[src/hw/rtl/gbs_pkg.sv]
// Shared types, constants and codes for the greedy box suppression block.
package gbs_pkg;

	localparam int MAX_BOXES  = 64;
	localparam int COORD_BITS = 12;
	localparam int CNT_W      = $clog2(MAX_BOXES + 1);
	localparam int IDX_W      = 6;
	localparam int SCORE_W    = 16;
	localparam int SIZE_W     = COORD_BITS + 1;
	localparam int END_W      = COORD_BITS + 2;
	localparam int AREA_W     = 2 * SIZE_W;
	localparam int UNI_W      = AREA_W + 1;
	localparam int CMP_W      = UNI_W + SCORE_W;
	localparam int CFG_IDX_W  = 2;
	localparam int CALC_W     = 3;

	localparam logic [CFG_IDX_W-1:0] REG_SCORE_THR   = 2'd0;
	localparam logic [CFG_IDX_W-1:0] REG_OVERLAP_THR = 2'd1;
	localparam logic [CALC_W-1:0]    CALC_LAT        = 3'd4;

	typedef struct packed {
		logic [11:0] box_left;
		logic [11:0] box_top;
		logic [12:0] box_width;
		logic [12:0] box_height;
		logic [15:0] box_score;
		logic        final_box;
	} box_t;

	typedef struct packed {
		logic [5:0] kept_index;
		logic       index_valid;
		logic       end_of_list;
		logic       overflowed;
	} result_t;

	typedef struct packed {
		logic                  valid;
		logic                  live;
		logic                  done;
		logic [IDX_W-1:0]      idx;
		logic [COORD_BITS-1:0] left;
		logic [COORD_BITS-1:0] top;
		logic [SIZE_W-1:0]     width;
		logic [SIZE_W-1:0]     height;
		logic [SCORE_W-1:0]    score;
	} entry_t;

	typedef enum logic [2:0] {
		OP_HOLD,
		OP_INSERT,
		OP_ROTATE,
		OP_MARK,
		OP_CLEAR
	} cell_op_t;

	typedef struct packed {
		cell_op_t           op;
		logic [SCORE_W-1:0] thr;
		entry_t             new_entry;
		entry_t             wrap;
	} cell_ctl_t;

	typedef enum logic [2:0] {
		ST_LOAD,
		ST_MARK,
		ST_HEAD,
		ST_SWEEP,
		ST_CALC,
		ST_SKIP,
		ST_FINISH
	} state_t;

endpackage

[src/hw/rtl/gbs_iou.sv]
// Pipelined overlap test of the chain head against the current kept box.
module gbs_iou import gbs_pkg::*; (
	input  logic               clk,
	input  entry_t             keeper,
	input  logic [AREA_W-1:0]  keeper_area,
	input  entry_t             cand,
	input  logic [SCORE_W-1:0] thr,
	output logic               suppress
);

	logic [END_W-1:0]  ka_x1, ka_y1, kb_x1, kb_y1, x0, y0, x1, y1;
	logic [END_W-1:0]  dx, dy;
	logic [SIZE_W-1:0] iw_s1, ih_s1;
	logic [AREA_W-1:0] br_s1, br_s2, inter_s2, inter_s3;
	logic [UNI_W-1:0]  uni_s3;
	logic [CMP_W-1:0]  lhs, rhs;
	logic              supp_s4;

	assign ka_x1 = END_W'(keeper.left) + END_W'(keeper.width);
	assign ka_y1 = END_W'(keeper.top) + END_W'(keeper.height);
	assign kb_x1 = END_W'(cand.left) + END_W'(cand.width);
	assign kb_y1 = END_W'(cand.top) + END_W'(cand.height);
	assign x0 = (keeper.left > cand.left) ? END_W'(keeper.left) : END_W'(cand.left);
	assign y0 = (keeper.top > cand.top) ? END_W'(keeper.top) : END_W'(cand.top);
	assign x1 = (ka_x1 < kb_x1) ? ka_x1 : kb_x1;
	assign y1 = (ka_y1 < kb_y1) ? ka_y1 : kb_y1;
	assign dx = x1 - x0;
	assign dy = y1 - y0;

	assign lhs = {{(CMP_W-AREA_W-SCORE_W){1'b0}}, inter_s3, {SCORE_W{1'b0}}};
	assign rhs = CMP_W'(thr) * CMP_W'(uni_s3);

	always_ff @(posedge clk) begin
		if ((x1 > x0) && (y1 > y0)) begin
			iw_s1 <= dx[SIZE_W-1:0];
			ih_s1 <= dy[SIZE_W-1:0];
		end else begin
			iw_s1 <= '0;
			ih_s1 <= '0;
		end
		br_s1    <= AREA_W'(cand.width) * AREA_W'(cand.height);
		inter_s2 <= AREA_W'(iw_s1) * AREA_W'(ih_s1);
		br_s2    <= br_s1;
		uni_s3   <= UNI_W'(keeper_area) + UNI_W'(br_s2) - UNI_W'(inter_s2);
		inter_s3 <= inter_s2;
		supp_s4  <= (uni_s3 != '0) && (lhs > rhs);
	end

	assign suppress = supp_s4;

endmodule

[config.mk]
export PLATFORM = sky130hd
export DESIGN_NAME = gbs_iou
export DESIGN_NICKNAME = d
export VERILOG_FILES = /design/src/hw/rtl/gbs_pkg.sv /design/src/hw/rtl/gbs_iou.sv
export SDC_FILE = /design/constraint.sdc
export NUM_CORES = 2
export LEC_CHECK = 0
export BUFFER_PORTS_ARGS = -buffer_cell sky130_fd_sc_hd__buf_2
export CORE_MARGIN = 10
export CORE_UTILIZATION = 50
export CTS_CLUSTER_DIAMETER = 80
export DETAILED_ROUTE_END_ITERATION = 16
export PLACE_DENSITY = 0.71
export SLEW_MARGIN = 20
export SYNTH_ARGS = -nofsm -noshare
export SYNTH_HDL_FRONTEND = slang
export SYNTH_SLANG_ARGS = --single-unit
[constraint.sdc]
create_clock -name clk -period 12.4 [get_ports clk]
set_input_delay 1.24 -clock clk [delete_from_list [all_inputs] [get_ports clk]]
set_output_delay 1.24 -clock clk [all_outputs]
set_load 0.1 [all_outputs]
==> reports/qor.txt <==
first-pass GRT wire length: 139.2 mm
CP Capture Point: suppress$_DFF_P_
number of remaining DRC errors: 0
FF-to-FF path depth: 33
fraction of final layout cells sized beyond drive strength 1: 5.366%
io pins: 194
Final nets: 5278
cell area after synthesis: 35000 um2
CP most frequent cell: fa_1
most common cell after layout, fill and taps aside: inv_1
FFs w/ async S/R, synth: 0%
syn nets: 5243
final setup fails: 0
synthesized flop and latch total: 158
largest area contributor in the netlist: fa_1
drt via density: 5.235
HP Class: reg -> reg
EDFF count, synth: 0
f_max: 98.23 MHz
synth top area cells: fa_1 36%, ha_1 15%, inv_1 9.1%
flop2flop setup slack: 2.59 ns
initial core utilization: 50.76%
Hold Vio Cnt, Final: 0
status: finished, final reports clean
core area: 68950 um2
max cap viols: 0
I/O Buffers: 143
predominant post-synthesis flop cell: dfxtp_1
RSZ-0062 raised after global routing: no
crit path from: thr[9]
Critical Path RT: 12.72 ns
hold_sp: br_s1[3]$_DFF_P_
Die Y: 284.6 um
gr usage total: 20.88%
Critical Path Slowest Stage Cell: fa_1
post-cts sizing count: 0
Crit Path Class: in -> reg
total negative slack: 0 ns
critical path capture point type: flop
GRT Residual Overflow: 0
Tcrit/Tclk final: 82.10%
Worst Skew: 0.007257 ns
CTS tree: yes
Initial DRC Count: 1264
HPWL after DPL: 68.43 mm
largest net degree at the start of global routing: 28
RD Place Congestion: 0.8756
CTS root buf: clkbuf_16
Slew @ Worst Pin: 0.9461 ns
CTS Hold Buffers Added: 0
Routed WL: 82.13 mm
Final min period: 10.18 ns
Worst EP arrival: 10.50 ns
TritonCTS Buffers: 17
worst reg2reg endpoint: suppress$_DFF_P_
Die Area: 80980 um2
Worst Path Max Fanout: 27
routed len/inst: 16.51 um
Post-DRT Antenna Nets: 0
Yosys cell types: 73
row count: 96
max-slew violation count: 0
relative slew slack: 36.84%
number of antenna violations at the first check in global routing: 0
number of setup buffers added after CTS: 0
worst skew pair latency: 0.44 ns
Mapped Cells: 3996
post-synth top area share: 35.58%
number of synthesis warnings: 0
vias: 26050
Avg Cell Area, Syn: 8.759 um2
clk buf depth: 2
clock sink total: 158
# fillers: 6425
TritonRoute pass-1 iters: 7
Worst R2R Start: uni_s3[5]$_DFF_P_
chip width: 284.6 um
critical path startpoint category: primary input
max incr delay on CP: 0.57 ns
Synth-to-Final Area Change: 5.809%
Seq/Total Area, Yosys: 9.037%
vias in the first global route: 28074
clock slew at reported path FFs: 0.07 ns
number of H-tree levels: 4
most frequent cells in the layout: 848 x inv_1, 622 x fa_1, 547 x nand2_1
per-stage QoR:
stage / cells / instance area (um2) / hold slack, ns / setup WS, ns / util (%)
6_report: 4976 / 37030 / 0.3271 / 2.220 / 53.71
5_1_grt: 4975 / 37030 / 0.3346 / 1.690 / 53.71
4_1_cts: 4975 / 37030 / 0.3282 / 2.235 / 53.71
3_5_place_dp: 4943 / 36470 / 0.3121 / 1.801 / 52.89
3_3_place_gp: 4943 / 36470 / 0.3126 / 1.860 / 52.89
2_1_floorplan: 3996 / 35000 / 0.3096 / 3.020 / -
flip-flops by register name, indices dropped and copies added (netlist names):
signal / flops
inter_s3: 26
br_s1: 26
br_s2: 26
ih_s1: 13
suppress: 1
iw_s1: 13
uni_s3: 27
inter_s2: 26
area by class of cell:
class                      instances  area [um2]  share of cell area [%]
multi-input combinational       2847       28120                   75.93
inverter                         848        3183                   8.595
clock buffer                      18       439.2                   1.186
sequential                       158        3163                   8.541
timing repair buffer             159       835.8                   2.257
clock inverter                    14       126.4                  0.3412
antenna                            1       2.502                0.006757
tap                              931        1165                   3.145
Yosys cell counts, types with 20 or more instances:
library cell	n
a21oi_1	131
o21bai_1	20
o21a_1	25
xor2_1	59
nor3_1	35
and2_1	288
fa_1	622
nand2b_1	24
o21ai_0	67
nand2_1	547
inv_1	848
nand3_1	21
clkbuf_1	138
a21o_1	92
nor2_1	131
dfxtp_1	158
ha_1	432
nor2b_1	24
xnor2_1	99
nand4_1	28
mux2i_1	41
cells by family (layout without fill, tap and decap cells):
group | after synthesis | in the layout | share of synthesized area [%]
AND/OR/NAND/NOR | 1138 | 1138 | 15.36
adder cells (fa/ha/maj) | 1054 | 1054 | 51.02
buffers and inverters | 991 | 1039 | 10.64
AO/OA/AOI/OAI | 446 | 446 | 8.498
XOR/XNOR | 158 | 158 | 3.954
flip-flops | 158 | 158 | 9.037
multiplexers | 51 | 51 | 1.494
other | 0 | 1 | 0
worst max-delay path, delay by kind of cell:
family,cells,cell delay (ns)
buf+inv,6,0.78
fa+ha+maj,8,3.79
simple gates,7,1.28
compound gates,12,3.19
xor+xnor,1,0.16
metal layers:
metal	wire, um	track usage [%]
met2	40370	36.88
met1	34290	25.37
met4	2290	6.588
met5	0	0
met3	5180	3.894
worst min-delay path by stage:
stage	endpoint	slack, ns	depth (start not counted)
final	br_s2[3]$_DFF_P_	0.33	0
after global routing	br_s2[0]$_DFF_P_	0.33	0
after CTS	br_s2[7]$_DFF_P_	0.33	0
after detailed placement	br_s2[7]$_DFF_P_	0.31	0
after global placement	br_s2[0]$_DFF_P_	0.31	0
after floorplan	br_s2[0]$_DFF_P_	0.31	0
Power is not shown: default switching activity piles up to over one toggle a cycle in this logic, so the estimate is an artifact.
