$ cat src/hw/rtl/gbs_pkg.sv
// Shared types, constants and codes for the greedy box suppression block.
package gbs_pkg;

	localparam int MAX_BOXES  = 64;
	localparam int COORD_BITS = 12;
	localparam int CNT_W      = $clog2(MAX_BOXES + 1);
	localparam int IDX_W      = 6;
	localparam int SCORE_W    = 16;
	localparam int SIZE_W     = COORD_BITS + 1;
	localparam int END_W      = COORD_BITS + 2;
	localparam int AREA_W     = 2 * SIZE_W;
	localparam int UNI_W      = AREA_W + 1;
	localparam int CMP_W      = UNI_W + SCORE_W;
	localparam int CFG_IDX_W  = 2;
	localparam int CALC_W     = 3;

	localparam logic [CFG_IDX_W-1:0] REG_SCORE_THR   = 2'd0;
	localparam logic [CFG_IDX_W-1:0] REG_OVERLAP_THR = 2'd1;
	localparam logic [CALC_W-1:0]    CALC_LAT        = 3'd4;

	typedef struct packed {
		logic [11:0] box_left;
		logic [11:0] box_top;
		logic [12:0] box_width;
		logic [12:0] box_height;
		logic [15:0] box_score;
		logic        final_box;
	} box_t;

	typedef struct packed {
		logic [5:0] kept_index;
		logic       index_valid;
		logic       end_of_list;
		logic       overflowed;
	} result_t;

	typedef struct packed {
		logic                  valid;
		logic                  live;
		logic                  done;
		logic [IDX_W-1:0]      idx;
		logic [COORD_BITS-1:0] left;
		logic [COORD_BITS-1:0] top;
		logic [SIZE_W-1:0]     width;
		logic [SIZE_W-1:0]     height;
		logic [SCORE_W-1:0]    score;
	} entry_t;

	typedef enum logic [2:0] {
		OP_HOLD,
		OP_INSERT,
		OP_ROTATE,
		OP_MARK,
		OP_CLEAR
	} cell_op_t;

	typedef struct packed {
		cell_op_t           op;
		logic [SCORE_W-1:0] thr;
		entry_t             new_entry;
		entry_t             wrap;
	} cell_ctl_t;

	typedef enum logic [2:0] {
		ST_LOAD,
		ST_MARK,
		ST_HEAD,
		ST_SWEEP,
		ST_CALC,
		ST_SKIP,
		ST_FINISH
	} state_t;

endpackage

$ cat src/hw/rtl/gbs_cell.sv
// One chain cell: holds a box for sorting, rotation, marking and clearing.
module gbs_cell import gbs_pkg::*; (
	input  logic      clk,
	input  logic      arst_n,
	input  cell_ctl_t ctl,
	input  logic      is_last,
	input  entry_t    left_entry,
	input  logic      left_ge,
	input  entry_t    right_entry,
	output entry_t    entry,
	output logic      ge
);

	entry_t entry_q;
	entry_t entry_d;

	assign entry = entry_q;
	assign ge    = entry_q.valid && (entry_q.score >= ctl.new_entry.score);

	always_comb begin
		entry_d = entry_q;
		case (ctl.op)
			OP_INSERT: begin
				if (!ge) begin
					entry_d = left_ge ? ctl.new_entry : left_entry;
				end
			end
			OP_ROTATE: begin
				entry_d = is_last ? ctl.wrap : right_entry;
			end
			OP_MARK: begin
				entry_d.live = entry_q.valid && (entry_q.score >= ctl.thr);
				entry_d.done = 1'b0;
			end
			OP_CLEAR: begin
				entry_d.valid = 1'b0;
			end
			default: begin
				entry_d = entry_q;
			end
		endcase
	end

	always_ff @(posedge clk or negedge arst_n) begin
		if (!arst_n) begin
			entry_q <= '0;
		end else begin
			entry_q <= entry_d;
		end
	end

endmodule

$ cat config.mk
export PLATFORM = sky130hd
export DESIGN_NAME = gbs_cell
export DESIGN_NICKNAME = d
export VERILOG_FILES = /design/src/hw/rtl/gbs_pkg.sv /design/src/hw/rtl/gbs_cell.sv
export SDC_FILE = /design/constraint.sdc
export NUM_CORES = 1
export LEC_CHECK = 0
export ABC_AREA = 1
export BUFFER_PORTS_ARGS = -buffer_cell sky130_fd_sc_hd__buf_4
export CAP_MARGIN = 20
export CELL_PAD_IN_SITES_DETAIL_PLACEMENT = 1
export CELL_PAD_IN_SITES_GLOBAL_PLACEMENT = 1
export CORE_AREA = 2 2 157 159
export DETAILED_ROUTE_END_ITERATION = 7
export DIE_AREA = 0 0 159 161
export PLACE_DENSITY_LB_ADDON = 0.15
export SLEW_MARGIN = 20
export SYNTH_ARGS = -nofsm -noshare
export SYNTH_HDL_FRONTEND = slang
export SYNTH_SLANG_ARGS = --single-unit
$ cat constraint.sdc
create_clock -name clk -period 4.8 [get_ports clk]
set_clock_uncertainty 0.2 [all_clocks]
set_input_delay 0.72 -clock clk [delete_from_list [all_inputs] [get_ports clk]]
set_output_delay 0.72 -clock clk [all_outputs]
set_load 0.01 [all_outputs]
==> impl_metrics.env, run 1 <==
export IMPL_setup_viol=0
export IMPL_rrSetupSlack_ns=1.86
export IMPL_postLayoutCoreUtil_pct=40.5
export IMPL_report_final_hold_viol_count=0
export IMPL_cts_buffers_inserted=9
export IMPL_synth_area_um2=6260
export IMPL_num_nets_final=1670
export IMPL_avgViaCountPerCell=4.68
export IMPL_core_area_um2=24000
export IMPL_placement_io_buffers=398
export IMPL_synth_ff_type="sky130_fd_sc_hd__dfrtp_1"
export IMPL_yosys_register_bits=75
export IMPL_netlist_cell_type_count=26
export IMPL_floorplan_die_height_um=161
export IMPL_fp_dieArea_um2=25600
export IMPL_drt_pass1_iterations=4
export IMPL_power_static_leakage_uw=0.00548
export IMPL_finalCritPeriodShare_pct=63.8
export IMPL_grt_pass1_wl_um=45000
export IMPL_rr_startpoint="entry[15]"
export IMPL_area_growth_synth_to_final_pct=55.0
export IMPL_synthesized_nets=1318
export IMPL_clock_sink_count=75
export IMPL_fp_dieW_um=159
export IMPL_yosysWarnings=0
export IMPL_synth_edff_count=0
export IMPL_path_class="primary input to output pin"
export IMPL_yosysMostFrequentCell="sky130_fd_sc_hd__nand2_1"
export IMPL_root_buf_cell="sky130_fd_sc_hd__clkbuf_16"
export IMPL_multi_input_comb_area_um2=3870
export IMPL_postRouteAntennaNets=0
export IMPL_syn_inst=963
export IMPL_worst_slew_margin_rel_pct=33.4
export IMPL_report_final_slew_viol_count=0
export IMPL_worst_slew_pin_transition_ns=0.997
export IMPL_hpwlAfterDp_um=22100
export IMPL_placementRows=57
export IMPL_globalRoute_totalOverflow=0
export IMPL_worst_setup_hold_path_clk_slew_ns=0.06
export IMPL_track_usage_pct=22.2
export IMPL_final_period_minus_worst_setup_slack_ns=3.06
export IMPL_wl_per_cell_um=17.7
export IMPL_number_of_hold_repair_buffers_added_at_the_cts_stage=0
export IMPL_dp_cells=1628
export IMPL_unrepaired_setup_endpoints_after_global_routing="false"
export IMPL_achievable_frequency_mhz=327
export IMPL_share_of_yosys_cell_area_claimed_by_the_top_area_cell_type_pct=30.0
export IMPL_diodes=0
export IMPL_drive_above_1_share_pct=34.0
export IMPL_synth_seq_area_share_pct=30.0
export IMPL_finalNonFillerCells=1643
export IMPL_proportion_of_register_bits_with_asynchronous_set_or_reset_after_synthesis_pct=100
export IMPL_power_density_nw_per_um2=277
export IMPL_post_layout_total_power_uw=2690
export IMPL_detailedRoute_firstIterationViolations=218
export IMPL_critical_path_peak_fanout=3
export IMPL_worstHoldPathType="primary input to asynchronous set/reset pin"
export IMPL_routed_wirelength_um=29000
export IMPL_synth_area_leader_cell="sky130_fd_sc_hd__dfrtp_1"
export IMPL_grt_max_degree=78
export IMPL_grt_antenna_before_repair=0
export IMPL_htree_levels=3
export IMPL_vias=7688
export IMPL_max_reg_flops=75
export IMPL_reg2regPathDepth=11
export IMPL_drcViolationCount=0
export IMPL_max_capacitance_violation_count=0
export IMPL_clkLatencyLatePin_ns=0.33
export IMPL_tritoncts="yes"
export IMPL_gpl_final_weighted_congestion=0.803
export IMPL_start_kind="primary input"
export IMPL_fill_cells=3108
export IMPL_totalNegativeSetupSlack_ns=0
export IMPL_worst_setup_path_end_kind="output pin"
export IMPL_initial_utilization_pct=26.1
export IMPL_clk_path_buf_depth=2
export IMPL_synth_common_cells="415 x sky130_fd_sc_hd__nand2_1, 80 x sky130_fd_sc_hd__nand3_1, 75 x sky130_fd_sc_hd__dfrtp_1"
export IMPL_area_sequential_um2=1880
export IMPL_boundaryPins=399
export IMPL_status="finished, final reports clean"
export IMPL_post_synth_cell_area_avg_um2=6.50
export IMPL_crit_reg2reg_capture="entry[73]"
export IMPL_post_cts_buffers=0
export IMPL_cts_repair_resized=0
export IMPL_vdd_drop_max_mv=0.160
export IMPL_synth_area_leaders="sky130_fd_sc_hd__dfrtp_1 30%, sky130_fd_sc_hd__nand2_1 25%, sky130_fd_sc_hd__ha_1 6.4%"
export IMPL_worst_path_required_time_ns=3.88
export IMPL_number_of_global_route_vias_before_repair=8179
export IMPL_worstPathArrival_ns=2.14
## worst max-delay path, stage by stage
cell                      delay (ns)
sky130_fd_sc_hd__buf_4          0.08
sky130_fd_sc_hd__inv_1          0.05
sky130_fd_sc_hd__ha_1           0.30
sky130_fd_sc_hd__nand2_1        0.10
sky130_fd_sc_hd__nor3_2         0.32
sky130_fd_sc_hd__nand3_1        0.12
sky130_fd_sc_hd__nand3_1        0.11
sky130_fd_sc_hd__nand2_1        0.12
sky130_fd_sc_hd__inv_1          0.09
sky130_fd_sc_hd__buf_4          0.12
## layout by cell type, fill, tap and decap left out, drive strengths merged, types with 4 or more instances in the layout
cell type and count:
o211ai 22, dfrtp 75, or2 18, buf 408
clkbuf 13, o31ai 5, mux2i 35, a21oi 14
nor3 4, ha 32, a31oi 33, nor2 57
o21ai 50, inv 49, nand3 80, nand2 417
## metrics by stage
step / setup slack [ns] / area (um^2) / hold WS, ns
floorplan: 2.26 / 6260 / 0.224
global placement: 1.53 / 9410 / 0.291
detailed placement: 1.45 / 9410 / 0.295
CTS: 1.72 / 9710 / 0.158
global route: 1.59 / 9710 / 0.175
finish: 1.74 / 9710 / 0.134
## area by class of cell
| class | instances | share of cell area, % |
|---|---|---|
| well taps | 324 | 4.18 |
| multi-input cells | 772 | 39.8 |
| flip-flops and latches | 75 | 19.3 |
| repair buffers | 408 | 31.7 |
| clock inverters | 2 | 0.361 |
| clock buffers | 13 | 2.68 |
| inverters | 49 | 1.92 |
## metal layers
metal  vias to the layer above  part of all wire, %  wire length, um  global-route usage, %
li1                       3834                    -                -                      -
met1                      3599                   42            12300                   26.9
met2                       231                   50            14600                   40.1
met3                        24                  6.1             1760                   4.93
met4                         0                  1.5              450                   5.41
met5                         -                    0                0                      0
## cells by family (layout without fill, tap and decap cells)
group | count (synthesis) | count (layout) | share of synthesized area [%]
adder cells (fa/ha/maj) | 32 | 32 | 6.39
AO/OA/AOI/OAI | 126 | 126 | 12.0
multiplexers | 35 | 35 | 5.60
buffers and inverters | 116 | 472 | 8.35
flip-flops | 75 | 75 | 30.0
AND/OR/NAND/NOR | 579 | 579 | 37.6
## worst max-delay path by stage
stage,startpoint,depth (start not counted),endpoint,slack (ns)
3_5_place_dp,ctl[90],13,entry[73],1.45
3_3_place_gp,ctl[90],13,entry[73],1.53
4_1_cts,ctl[90],10,ge,1.72
5_1_grt,ctl[90],13,entry[73],1.59
6_report,ctl[90],10,ge,1.74
2_1_floorplan,ctl[90],8,ge,2.26
## power by group
part | total [uW] | internal (uW) | switching (uW)
Clock | 698 | 428 | 270
Combinational | 1110 | 555 | 557
Sequential | 881 | 771 | 110
Total | 2690 | 1750 | 937
Note: power is estimated with default switching activity, not from simulation.
==> inputs of run 2 (changes only) <==
--- a/config.mk
+++ b/config.mk
@@ -10,9 +10,9 @@
 export CAP_MARGIN = 20
 export CELL_PAD_IN_SITES_DETAIL_PLACEMENT = 1
 export CELL_PAD_IN_SITES_GLOBAL_PLACEMENT = 1
-export CORE_AREA = 2 2 157 159
+export CORE_AREA = 2 2 153 155
 export DETAILED_ROUTE_END_ITERATION = 7
-export DIE_AREA = 0 0 159 161
+export DIE_AREA = 0 0 155 157
 export PLACE_DENSITY_LB_ADDON = 0.15
 export SLEW_MARGIN = 20
 export SYNTH_ARGS = -nofsm -noshare
==> constraint.sdc (replaced) <==
create_clock -name clk -period 2.9 [get_ports clk]
set_clock_uncertainty 0.2 [all_clocks]
set_input_delay 0.435 -clock clk [delete_from_list [all_inputs] [get_ports clk]]
set_output_delay 0.435 -clock clk [all_outputs]
set_load 0.01 [all_outputs]
==> run 2 against run 1 <==
Net effect:
- total power increased by 67%
- via count increased by 1.1%
- highest routed layer unchanged
- critical path type is now register to output pin
- largest power group unchanged
- flip-flop and latch count unchanged
- largest cell class unchanged
- cell count decreased by 1.9%
- global-route usage increased by 1.2 points
- final area increased by 0.54%
==> impl_metrics.env, run 2 (same netlist as run 1, synthesis figures left out) <==
export IMPL_grt_max_degree=76
export IMPL_post_layout_total_power_uw=4490
export IMPL_hpwlAfterDp_um=22500
export IMPL_report_final_slew_viol_count=0
export IMPL_boundaryPins=399
export IMPL_critical_path_peak_fanout=4
export IMPL_slowest_delay_ns=0.46
export IMPL_dp_slack_ns=0.188
export IMPL_worst_setup_path_end_kind="output pin"
export IMPL_placementRows=55
export IMPL_fill_cells=2923
export IMPL_power_share_switching_pct=35.1
export IMPL_p_clk_share_pct=26.0
export IMPL_totalNegativeSetupSlack_ns=0
export IMPL_setup_viol=0
export IMPL_num_nets_final=1677
export IMPL_placement_io_buffers=398
export IMPL_crit_path_cell_trace="ha_1 -> a21oi_1 -> o21ai_0 -> a21oi_1 -> nand3_1 -> nand2_1 -> inv_1 -> buf_4"
export IMPL_clkLatencyLatePin_ns=0.34
export IMPL_area_growth_synth_to_final_pct=55.9
export IMPL_netSwitchingPower_uw=1580
export IMPL_power_combinational_fraction_pct=41.5
export IMPL_grt_pass1_wl_um=44200
export IMPL_fp_dieW_um=155
export IMPL_postRouteAntennaNets=0
export IMPL_final_period_minus_worst_setup_slack_ns=2.69
export IMPL_min_to="entry[3]"
export IMPL_max_reg_flops=75
export IMPL_crit_path_frequent_cell="sky130_fd_sc_hd__a21oi_1"
export IMPL_whs_path_depth=5
export IMPL_track_usage_pct=23.4
export IMPL_crit_reg2reg_capture="entry[36]"
export IMPL_reg2regPathDepth=11
export IMPL_vias=7769
export IMPL_root_buf_cell="sky130_fd_sc_hd__clkbuf_16"
export IMPL_drt_pass1_iterations=4
export IMPL_critPathBufInv=2
export IMPL_clk_path_buf_depth=2
export IMPL_intPower_uw=2920
export IMPL_postPlaceCellArea_um2=9450
export IMPL_report_final_hold_viol_count=0
export IMPL_max_capacitance_violation_count=0
export IMPL_htree_levels=3
export IMPL_holdCritStartpoint="left_entry[3]"
export IMPL_dp_cells=1595
export IMPL_worst_slew_margin_rel_pct=46.7
export IMPL_finalNonFillerCells=1611
export IMPL_drive_above_1_share_pct=34.3
export IMPL_tritoncts="yes"
export IMPL_fp_dieArea_um2=24300
export IMPL_worst_slew_pin_transition_ns=0.799
export IMPL_core_area_um2=22500
export IMPL_avgViaCountPerCell=4.82
export IMPL_power_density_nw_per_um2=461
export IMPL_globalRoute_totalOverflow=0
export IMPL_path_class="register to output pin"
export IMPL_worst_path_required_time_ns=2.27
export IMPL_rrSetupSlack_ns=0.34
export IMPL_initial_utilization_pct=27.8
export IMPL_detailedRoute_firstIterationViolations=264
export IMPL_routed_wirelength_um=29100
export IMPL_drcViolationCount=0
export IMPL_worst_setup_hold_path_clk_slew_ns=0.06
export IMPL_layout_commonest_cell="sky130_fd_sc_hd__nand2_1"
export IMPL_critical_path_top_delay_family="compound AO/OA/AOI/OAI gates"
export IMPL_grt_antenna_before_repair=0
export IMPL_mostFrequentLayoutCells="415 x sky130_fd_sc_hd__nand2_1, 409 x sky130_fd_sc_hd__buf_4, 80 x sky130_fd_sc_hd__nand3_1, 75 x sky130_fd_sc_hd__dfrtp_1, 56 x sky130_fd_sc_hd__nor2_1"
export IMPL_rr_startpoint="entry[15]"
export IMPL_vdd_drop_max_mv=0.233
export IMPL_clock_sink_count=75
export IMPL_cts_buffers_inserted=9
export IMPL_number_of_global_route_vias_before_repair=7955
export IMPL_floorplan_die_height_um=157
export IMPL_gpl_final_weighted_congestion=0.838
export IMPL_final_cell_area_um2=9760
export IMPL_start_kind="register"
export IMPL_diodes=0
export IMPL_crit_path_top_delay_cell="sky130_fd_sc_hd__dfrtp_1"
export IMPL_worst_slack_ns=0.208
export IMPL_finalCritPeriodShare_pct=92.8
export IMPL_status="finished, final reports clean"
export IMPL_achievable_frequency_mhz=371
export IMPL_seqPwrFrac_pct=32.5
export IMPL_worstPathArrival_ns=2.06
export IMPL_power_static_leakage_uw=0.00553
export IMPL_unrepaired_setup_endpoints_after_global_routing="false"
export IMPL_wl_per_cell_um=18.1
export IMPL_worstHoldPathType="primary input to register"
run 2: changes by cell type in the layout (fill, tap and decap cells not counted):
cell / before / now
sky130_fd_sc_hd__nand2_2: 1 / 0
sky130_fd_sc_hd__buf_12: 1 / 4
sky130_fd_sc_hd__dlygate4sd3_1: 0 / 1
sky130_fd_sc_hd__buf_6: 0 / 1
sky130_fd_sc_hd__buf_4: 407 / 409
sky130_fd_sc_hd__nand2_4: 1 / 2
run 2: power groups by stage:
| stage | sequential [uW] | clock, uW | combinational (uW) |
|---|---|---|---|
| after floorplan | 1540 | 0 | 754 |
| after global placement | 1470 | 0 | 1860 |
| after detailed placement | 1480 | 0 | 1900 |
| after CTS | 1460 | 1200 | 1900 |
| after global routing | 1490 | 1240 | 2080 |
| final | 1460 | 1170 | 1870 |
run 2: per-stage QoR:
stage | hold WS (ns) | util [%]
4_1_cts | 0.107 | 43.3
6_report | 0.235 | 43.4
3_3_place_gp | 0.291 | 42.0
2_1_floorplan | -0.0606 | -
3_5_place_dp | 0.298 | 42.0
5_1_grt | 0.266 | 43.4
run 2: layout make-up:
type                       instances  area [um^2]  share of cell area [%]
multi-input combinational        772         3870                    39.7
clock buffer                      13          260                    2.67
timing repair buffer             415         3170                    32.5
tap                              285          357                    3.65
clock inverter                     2         35.0                   0.359
sequential                        75         1880                    19.2
inverter                          49          186                    1.91
run 2: layer usage:
metal,wire [um],track usage (%),part of all wire (%),vias to the layer above
met5,0,0,0,-
met4,532,6.61,1.8,0
met3,2050,5.70,7.0,29
met2,14900,41.9,51,261
met1,11700,27.7,40,3627
li1,-,-,-,3852
run 2: worst max-delay path by stage:
stage / startpoint / depth (start not counted) / endpoint
floorplan: ctl[86] / 12 / entry[32]
global placement: ctl[86] / 13 / entry[22]
detailed placement: ctl[90] / 13 / entry[8]
CTS: entry[15] / 8 / ge
global route: entry[15] / 8 / ge
finish: entry[15] / 8 / ge
run 2: worst min-delay path, stage by stage:
cell and delay, ns:
sky130_fd_sc_hd__buf_4 0.08, sky130_fd_sc_hd__o211ai_1 0.07, sky130_fd_sc_hd__o31ai_1 0.07, sky130_fd_sc_hd__nand2_1 0.05, sky130_fd_sc_hd__nand2_1 0.05
run 2: what timing repair did:
| item | CTS | global route |
|---|---|---|
| hold buffers | 0 | 1 |
| endpoints found under the setup margin | 0 | 0 |
| setup buffers | 0 | 0 |
| endpoints found under the hold margin | 0 | 4 |
| resized for setup | 0 | 0 |
==> inputs of run 3 (changes only) <==
--- a/config.mk
+++ b/config.mk
@@ -10,9 +10,9 @@
 export CAP_MARGIN = 20
 export CELL_PAD_IN_SITES_DETAIL_PLACEMENT = 1
 export CELL_PAD_IN_SITES_GLOBAL_PLACEMENT = 1
-export CORE_AREA = 2 2 153 155
+export CORE_AREA = 2 2 157 159
 export DETAILED_ROUTE_END_ITERATION = 7
-export DIE_AREA = 0 0 155 157
+export DIE_AREA = 0 0 159 161
 export PLACE_DENSITY_LB_ADDON = 0.15
 export SLEW_MARGIN = 20
 export SYNTH_ARGS = -nofsm -noshare
==> constraint.sdc (replaced) <==
create_clock -name clk -period 3.4 [get_ports clk]
set_clock_uncertainty 0.2 [all_clocks]
set_input_delay 0.51 -clock clk [delete_from_list [all_inputs] [get_ports clk]]
set_output_delay 0.51 -clock clk [all_outputs]
set_load 0.01 [all_outputs]
==> run 3 against run 2 <==
Net effect:
- combinational power down 16%
- total power shrank 12%
- wire length rose by 1.5%
- largest cell class unchanged
- largest power group unchanged
==> impl_metrics.env, run 3 (same netlist as run 1, synthesis figures left out) <==
export IMPL_status="finished, final reports clean"
export IMPL_whs_path_depth=2
export IMPL_placement_io_buffers=398
export IMPL_achievable_frequency_mhz=368
export IMPL_post_layout_total_power_uw=3970
export IMPL_multi_input_comb_area_um2=3870
export IMPL_power_static_leakage_uw=0.00553
export IMPL_area_sequential_um2=1880
export IMPL_gpl_final_weighted_congestion=0.787
export IMPL_boundaryPins=399
export IMPL_worst_slew_margin_rel_pct=48.3
export IMPL_power_density_nw_per_um2=404
export IMPL_postRouteAntennaNets=0
export IMPL_min_to="entry[23]"
export IMPL_worst_slew_pin_transition_ns=0.775
export IMPL_mostFrequentLayoutCells="415 x sky130_fd_sc_hd__nand2_1, 406 x sky130_fd_sc_hd__buf_4, 80 x sky130_fd_sc_hd__nand3_1, 75 x sky130_fd_sc_hd__dfrtp_1, 56 x sky130_fd_sc_hd__nor2_1"
export IMPL_max_reg_flops=75
export IMPL_worst_setup_hold_path_clk_slew_ns=0.06
export IMPL_setup_viol=0
export IMPL_crit_reg2reg_capture="entry[38]"
export IMPL_area_growth_synth_to_final_pct=56.9
export IMPL_met2RoutedLength_um=14700
export IMPL_worstHoldPathType="register to register"
export IMPL_finalCritPeriodShare_pct=80.0
export IMPL_report_final_hold_viol_count=0
export IMPL_number_of_global_route_vias_before_repair=8014
export IMPL_final_cell_area_um2=9830
export IMPL_initial_utilization_pct=26.1
export IMPL_rrSetupSlack_ns=0.87
export IMPL_avgViaCountPerCell=4.68
export IMPL_rr_startpoint="entry[11]"
export IMPL_route_met3_wl_um=1730
export IMPL_clk_path_buf_depth=2
export IMPL_root_buf_cell="sky130_fd_sc_hd__clkbuf_16"
export IMPL_drive_above_1_share_pct=34.3
export IMPL_clkLatencyLatePin_ns=0.34
export IMPL_hpwlAfterDp_um=22800
export IMPL_num_nets_final=1673
export IMPL_number_of_hold_repair_buffers_added_at_the_cts_stage=1
export IMPL_cts_repair_resized=0
export IMPL_globalRoute_totalOverflow=0
export IMPL_worstPathArrival_ns=2.01
export IMPL_vdd_drop_max_mv=0.193
export IMPL_cts_buffers_inserted=9
export IMPL_final_period_minus_worst_setup_slack_ns=2.72
export IMPL_unrepaired_setup_endpoints_after_global_routing="false"
export IMPL_detailedRoute_firstIterationViolations=348
export IMPL_drcViolationCount=0
export IMPL_fill_cells=3145
export IMPL_htree_levels=3
export IMPL_routed_wirelength_um=29600
export IMPL_layout_commonest_cell="sky130_fd_sc_hd__nand2_1"
export IMPL_grt_antenna_before_repair=1
export IMPL_path_class="register to output pin"
export IMPL_vias=7708
export IMPL_fp_dieW_um=159
export IMPL_holdCritStartpoint="entry[23]"
export IMPL_core_area_um2=24000
export IMPL_dp_slack_ns=0.551
export IMPL_worst_setup_path_end_kind="output pin"
export IMPL_tritoncts="yes"
export IMPL_totalNegativeSetupSlack_ns=0
export IMPL_grt_max_degree=78
export IMPL_start_kind="register"
export IMPL_track_usage_pct=22.5
export IMPL_worst_path_required_time_ns=2.69
export IMPL_report_final_slew_viol_count=0
export IMPL_drt_pass1_iterations=4
export IMPL_critical_path_peak_fanout=4
export IMPL_reg2regPathDepth=11
export IMPL_drt_met1_wl_um=12600
export IMPL_floorplan_die_height_um=161
export IMPL_maxUsedRoutingLayer="met4"
export IMPL_clock_sink_count=75
export IMPL_postPlaceCellArea_um2=9460
export IMPL_post_cts_buffers=0
export IMPL_placementRows=57
export IMPL_max_capacitance_violation_count=0
export IMPL_wl_per_cell_um=17.9
export IMPL_worst_slack_ns=0.682
export IMPL_fp_dieArea_um2=25600
export IMPL_grt_pass1_wl_um=45500
==> run 3: cell types whose count changed in the layout (fill, tap and decap cells not counted) <==
cell | before | now
sky130_fd_sc_hd__clkbuf_1 | 2 | 0
sky130_fd_sc_hd__nand2_4 | 2 | 1
sky130_fd_sc_hd__clkinvlp_4 | 0 | 1
sky130_fd_sc_hd__diode_2 | 0 | 1
sky130_fd_sc_hd__buf_4 | 409 | 406
sky130_fd_sc_hd__buf_6 | 1 | 0
sky130_fd_sc_hd__clkinv_2 | 1 | 0
sky130_fd_sc_hd__nand2_2 | 0 | 1
sky130_fd_sc_hd__bufinv_16 | 1 | 3
==> run 3: routing by layer <==
metal	vias up	global-route usage, %
li1	3841	-
met4	0	5.58
met2	239	40.4
met1	3604	27.4
met5	-	0
met3	24	4.98
==> run 3: worst max-delay path: stages, from the launching register on <==
cell and delay (ns):
sky130_fd_sc_hd__dfrtp_1 0.42, sky130_fd_sc_hd__ha_1 0.33, sky130_fd_sc_hd__a21oi_1 0.17, sky130_fd_sc_hd__nand2_1 0.08, sky130_fd_sc_hd__a21oi_1 0.23, sky130_fd_sc_hd__nand3_1 0.11, sky130_fd_sc_hd__nand2_1 0.14, sky130_fd_sc_hd__inv_1 0.06
sky130_fd_sc_hd__buf_4 0.14
==> run 3: worst max path at each step <==
stage               from   endpoint  slack, ns
2_1_floorplan    ctl[90]         ge       1.28
3_3_place_gp    ctl[168]  entry[50]       0.60
3_5_place_dp    ctl[168]  entry[38]       0.55
4_1_cts        entry[11]         ge       0.64
5_1_grt        entry[15]         ge       0.55
6_report       entry[11]         ge       0.68
==> run 3: metrics by stage <==
step | hold slack [ns] | util, % | std cells
global route | 0.340 | 41.0 | 1646
CTS | 0.302 | 41.0 | 1646
floorplan | 0.0144 | - | 963
finish | 0.309 | 41.0 | 1647
detailed placement | 0.199 | 39.5 | 1630
global placement | 0.195 | 39.5 | 1630
==> run 3: report_power, final <==
group	switching, uW	internal [uW]
clock	388	754
combinational	793	789
sequential	162	1090
==> run 3: area by class of cell <==
| class | count | area share [%] |
|---|---|---|
| Timing Repair Buffer | 411 | 31.9 |
| Tap cell | 324 | 4.13 |
| Clock inverter | 4 | 0.993 |
| Sequential cell | 75 | 19.1 |
| Clock buffer | 11 | 2.57 |
| Multi-Input combinational cell | 772 | 39.3 |
| Antenna cell | 1 | 0.0255 |
| Inverter | 49 | 1.90 |
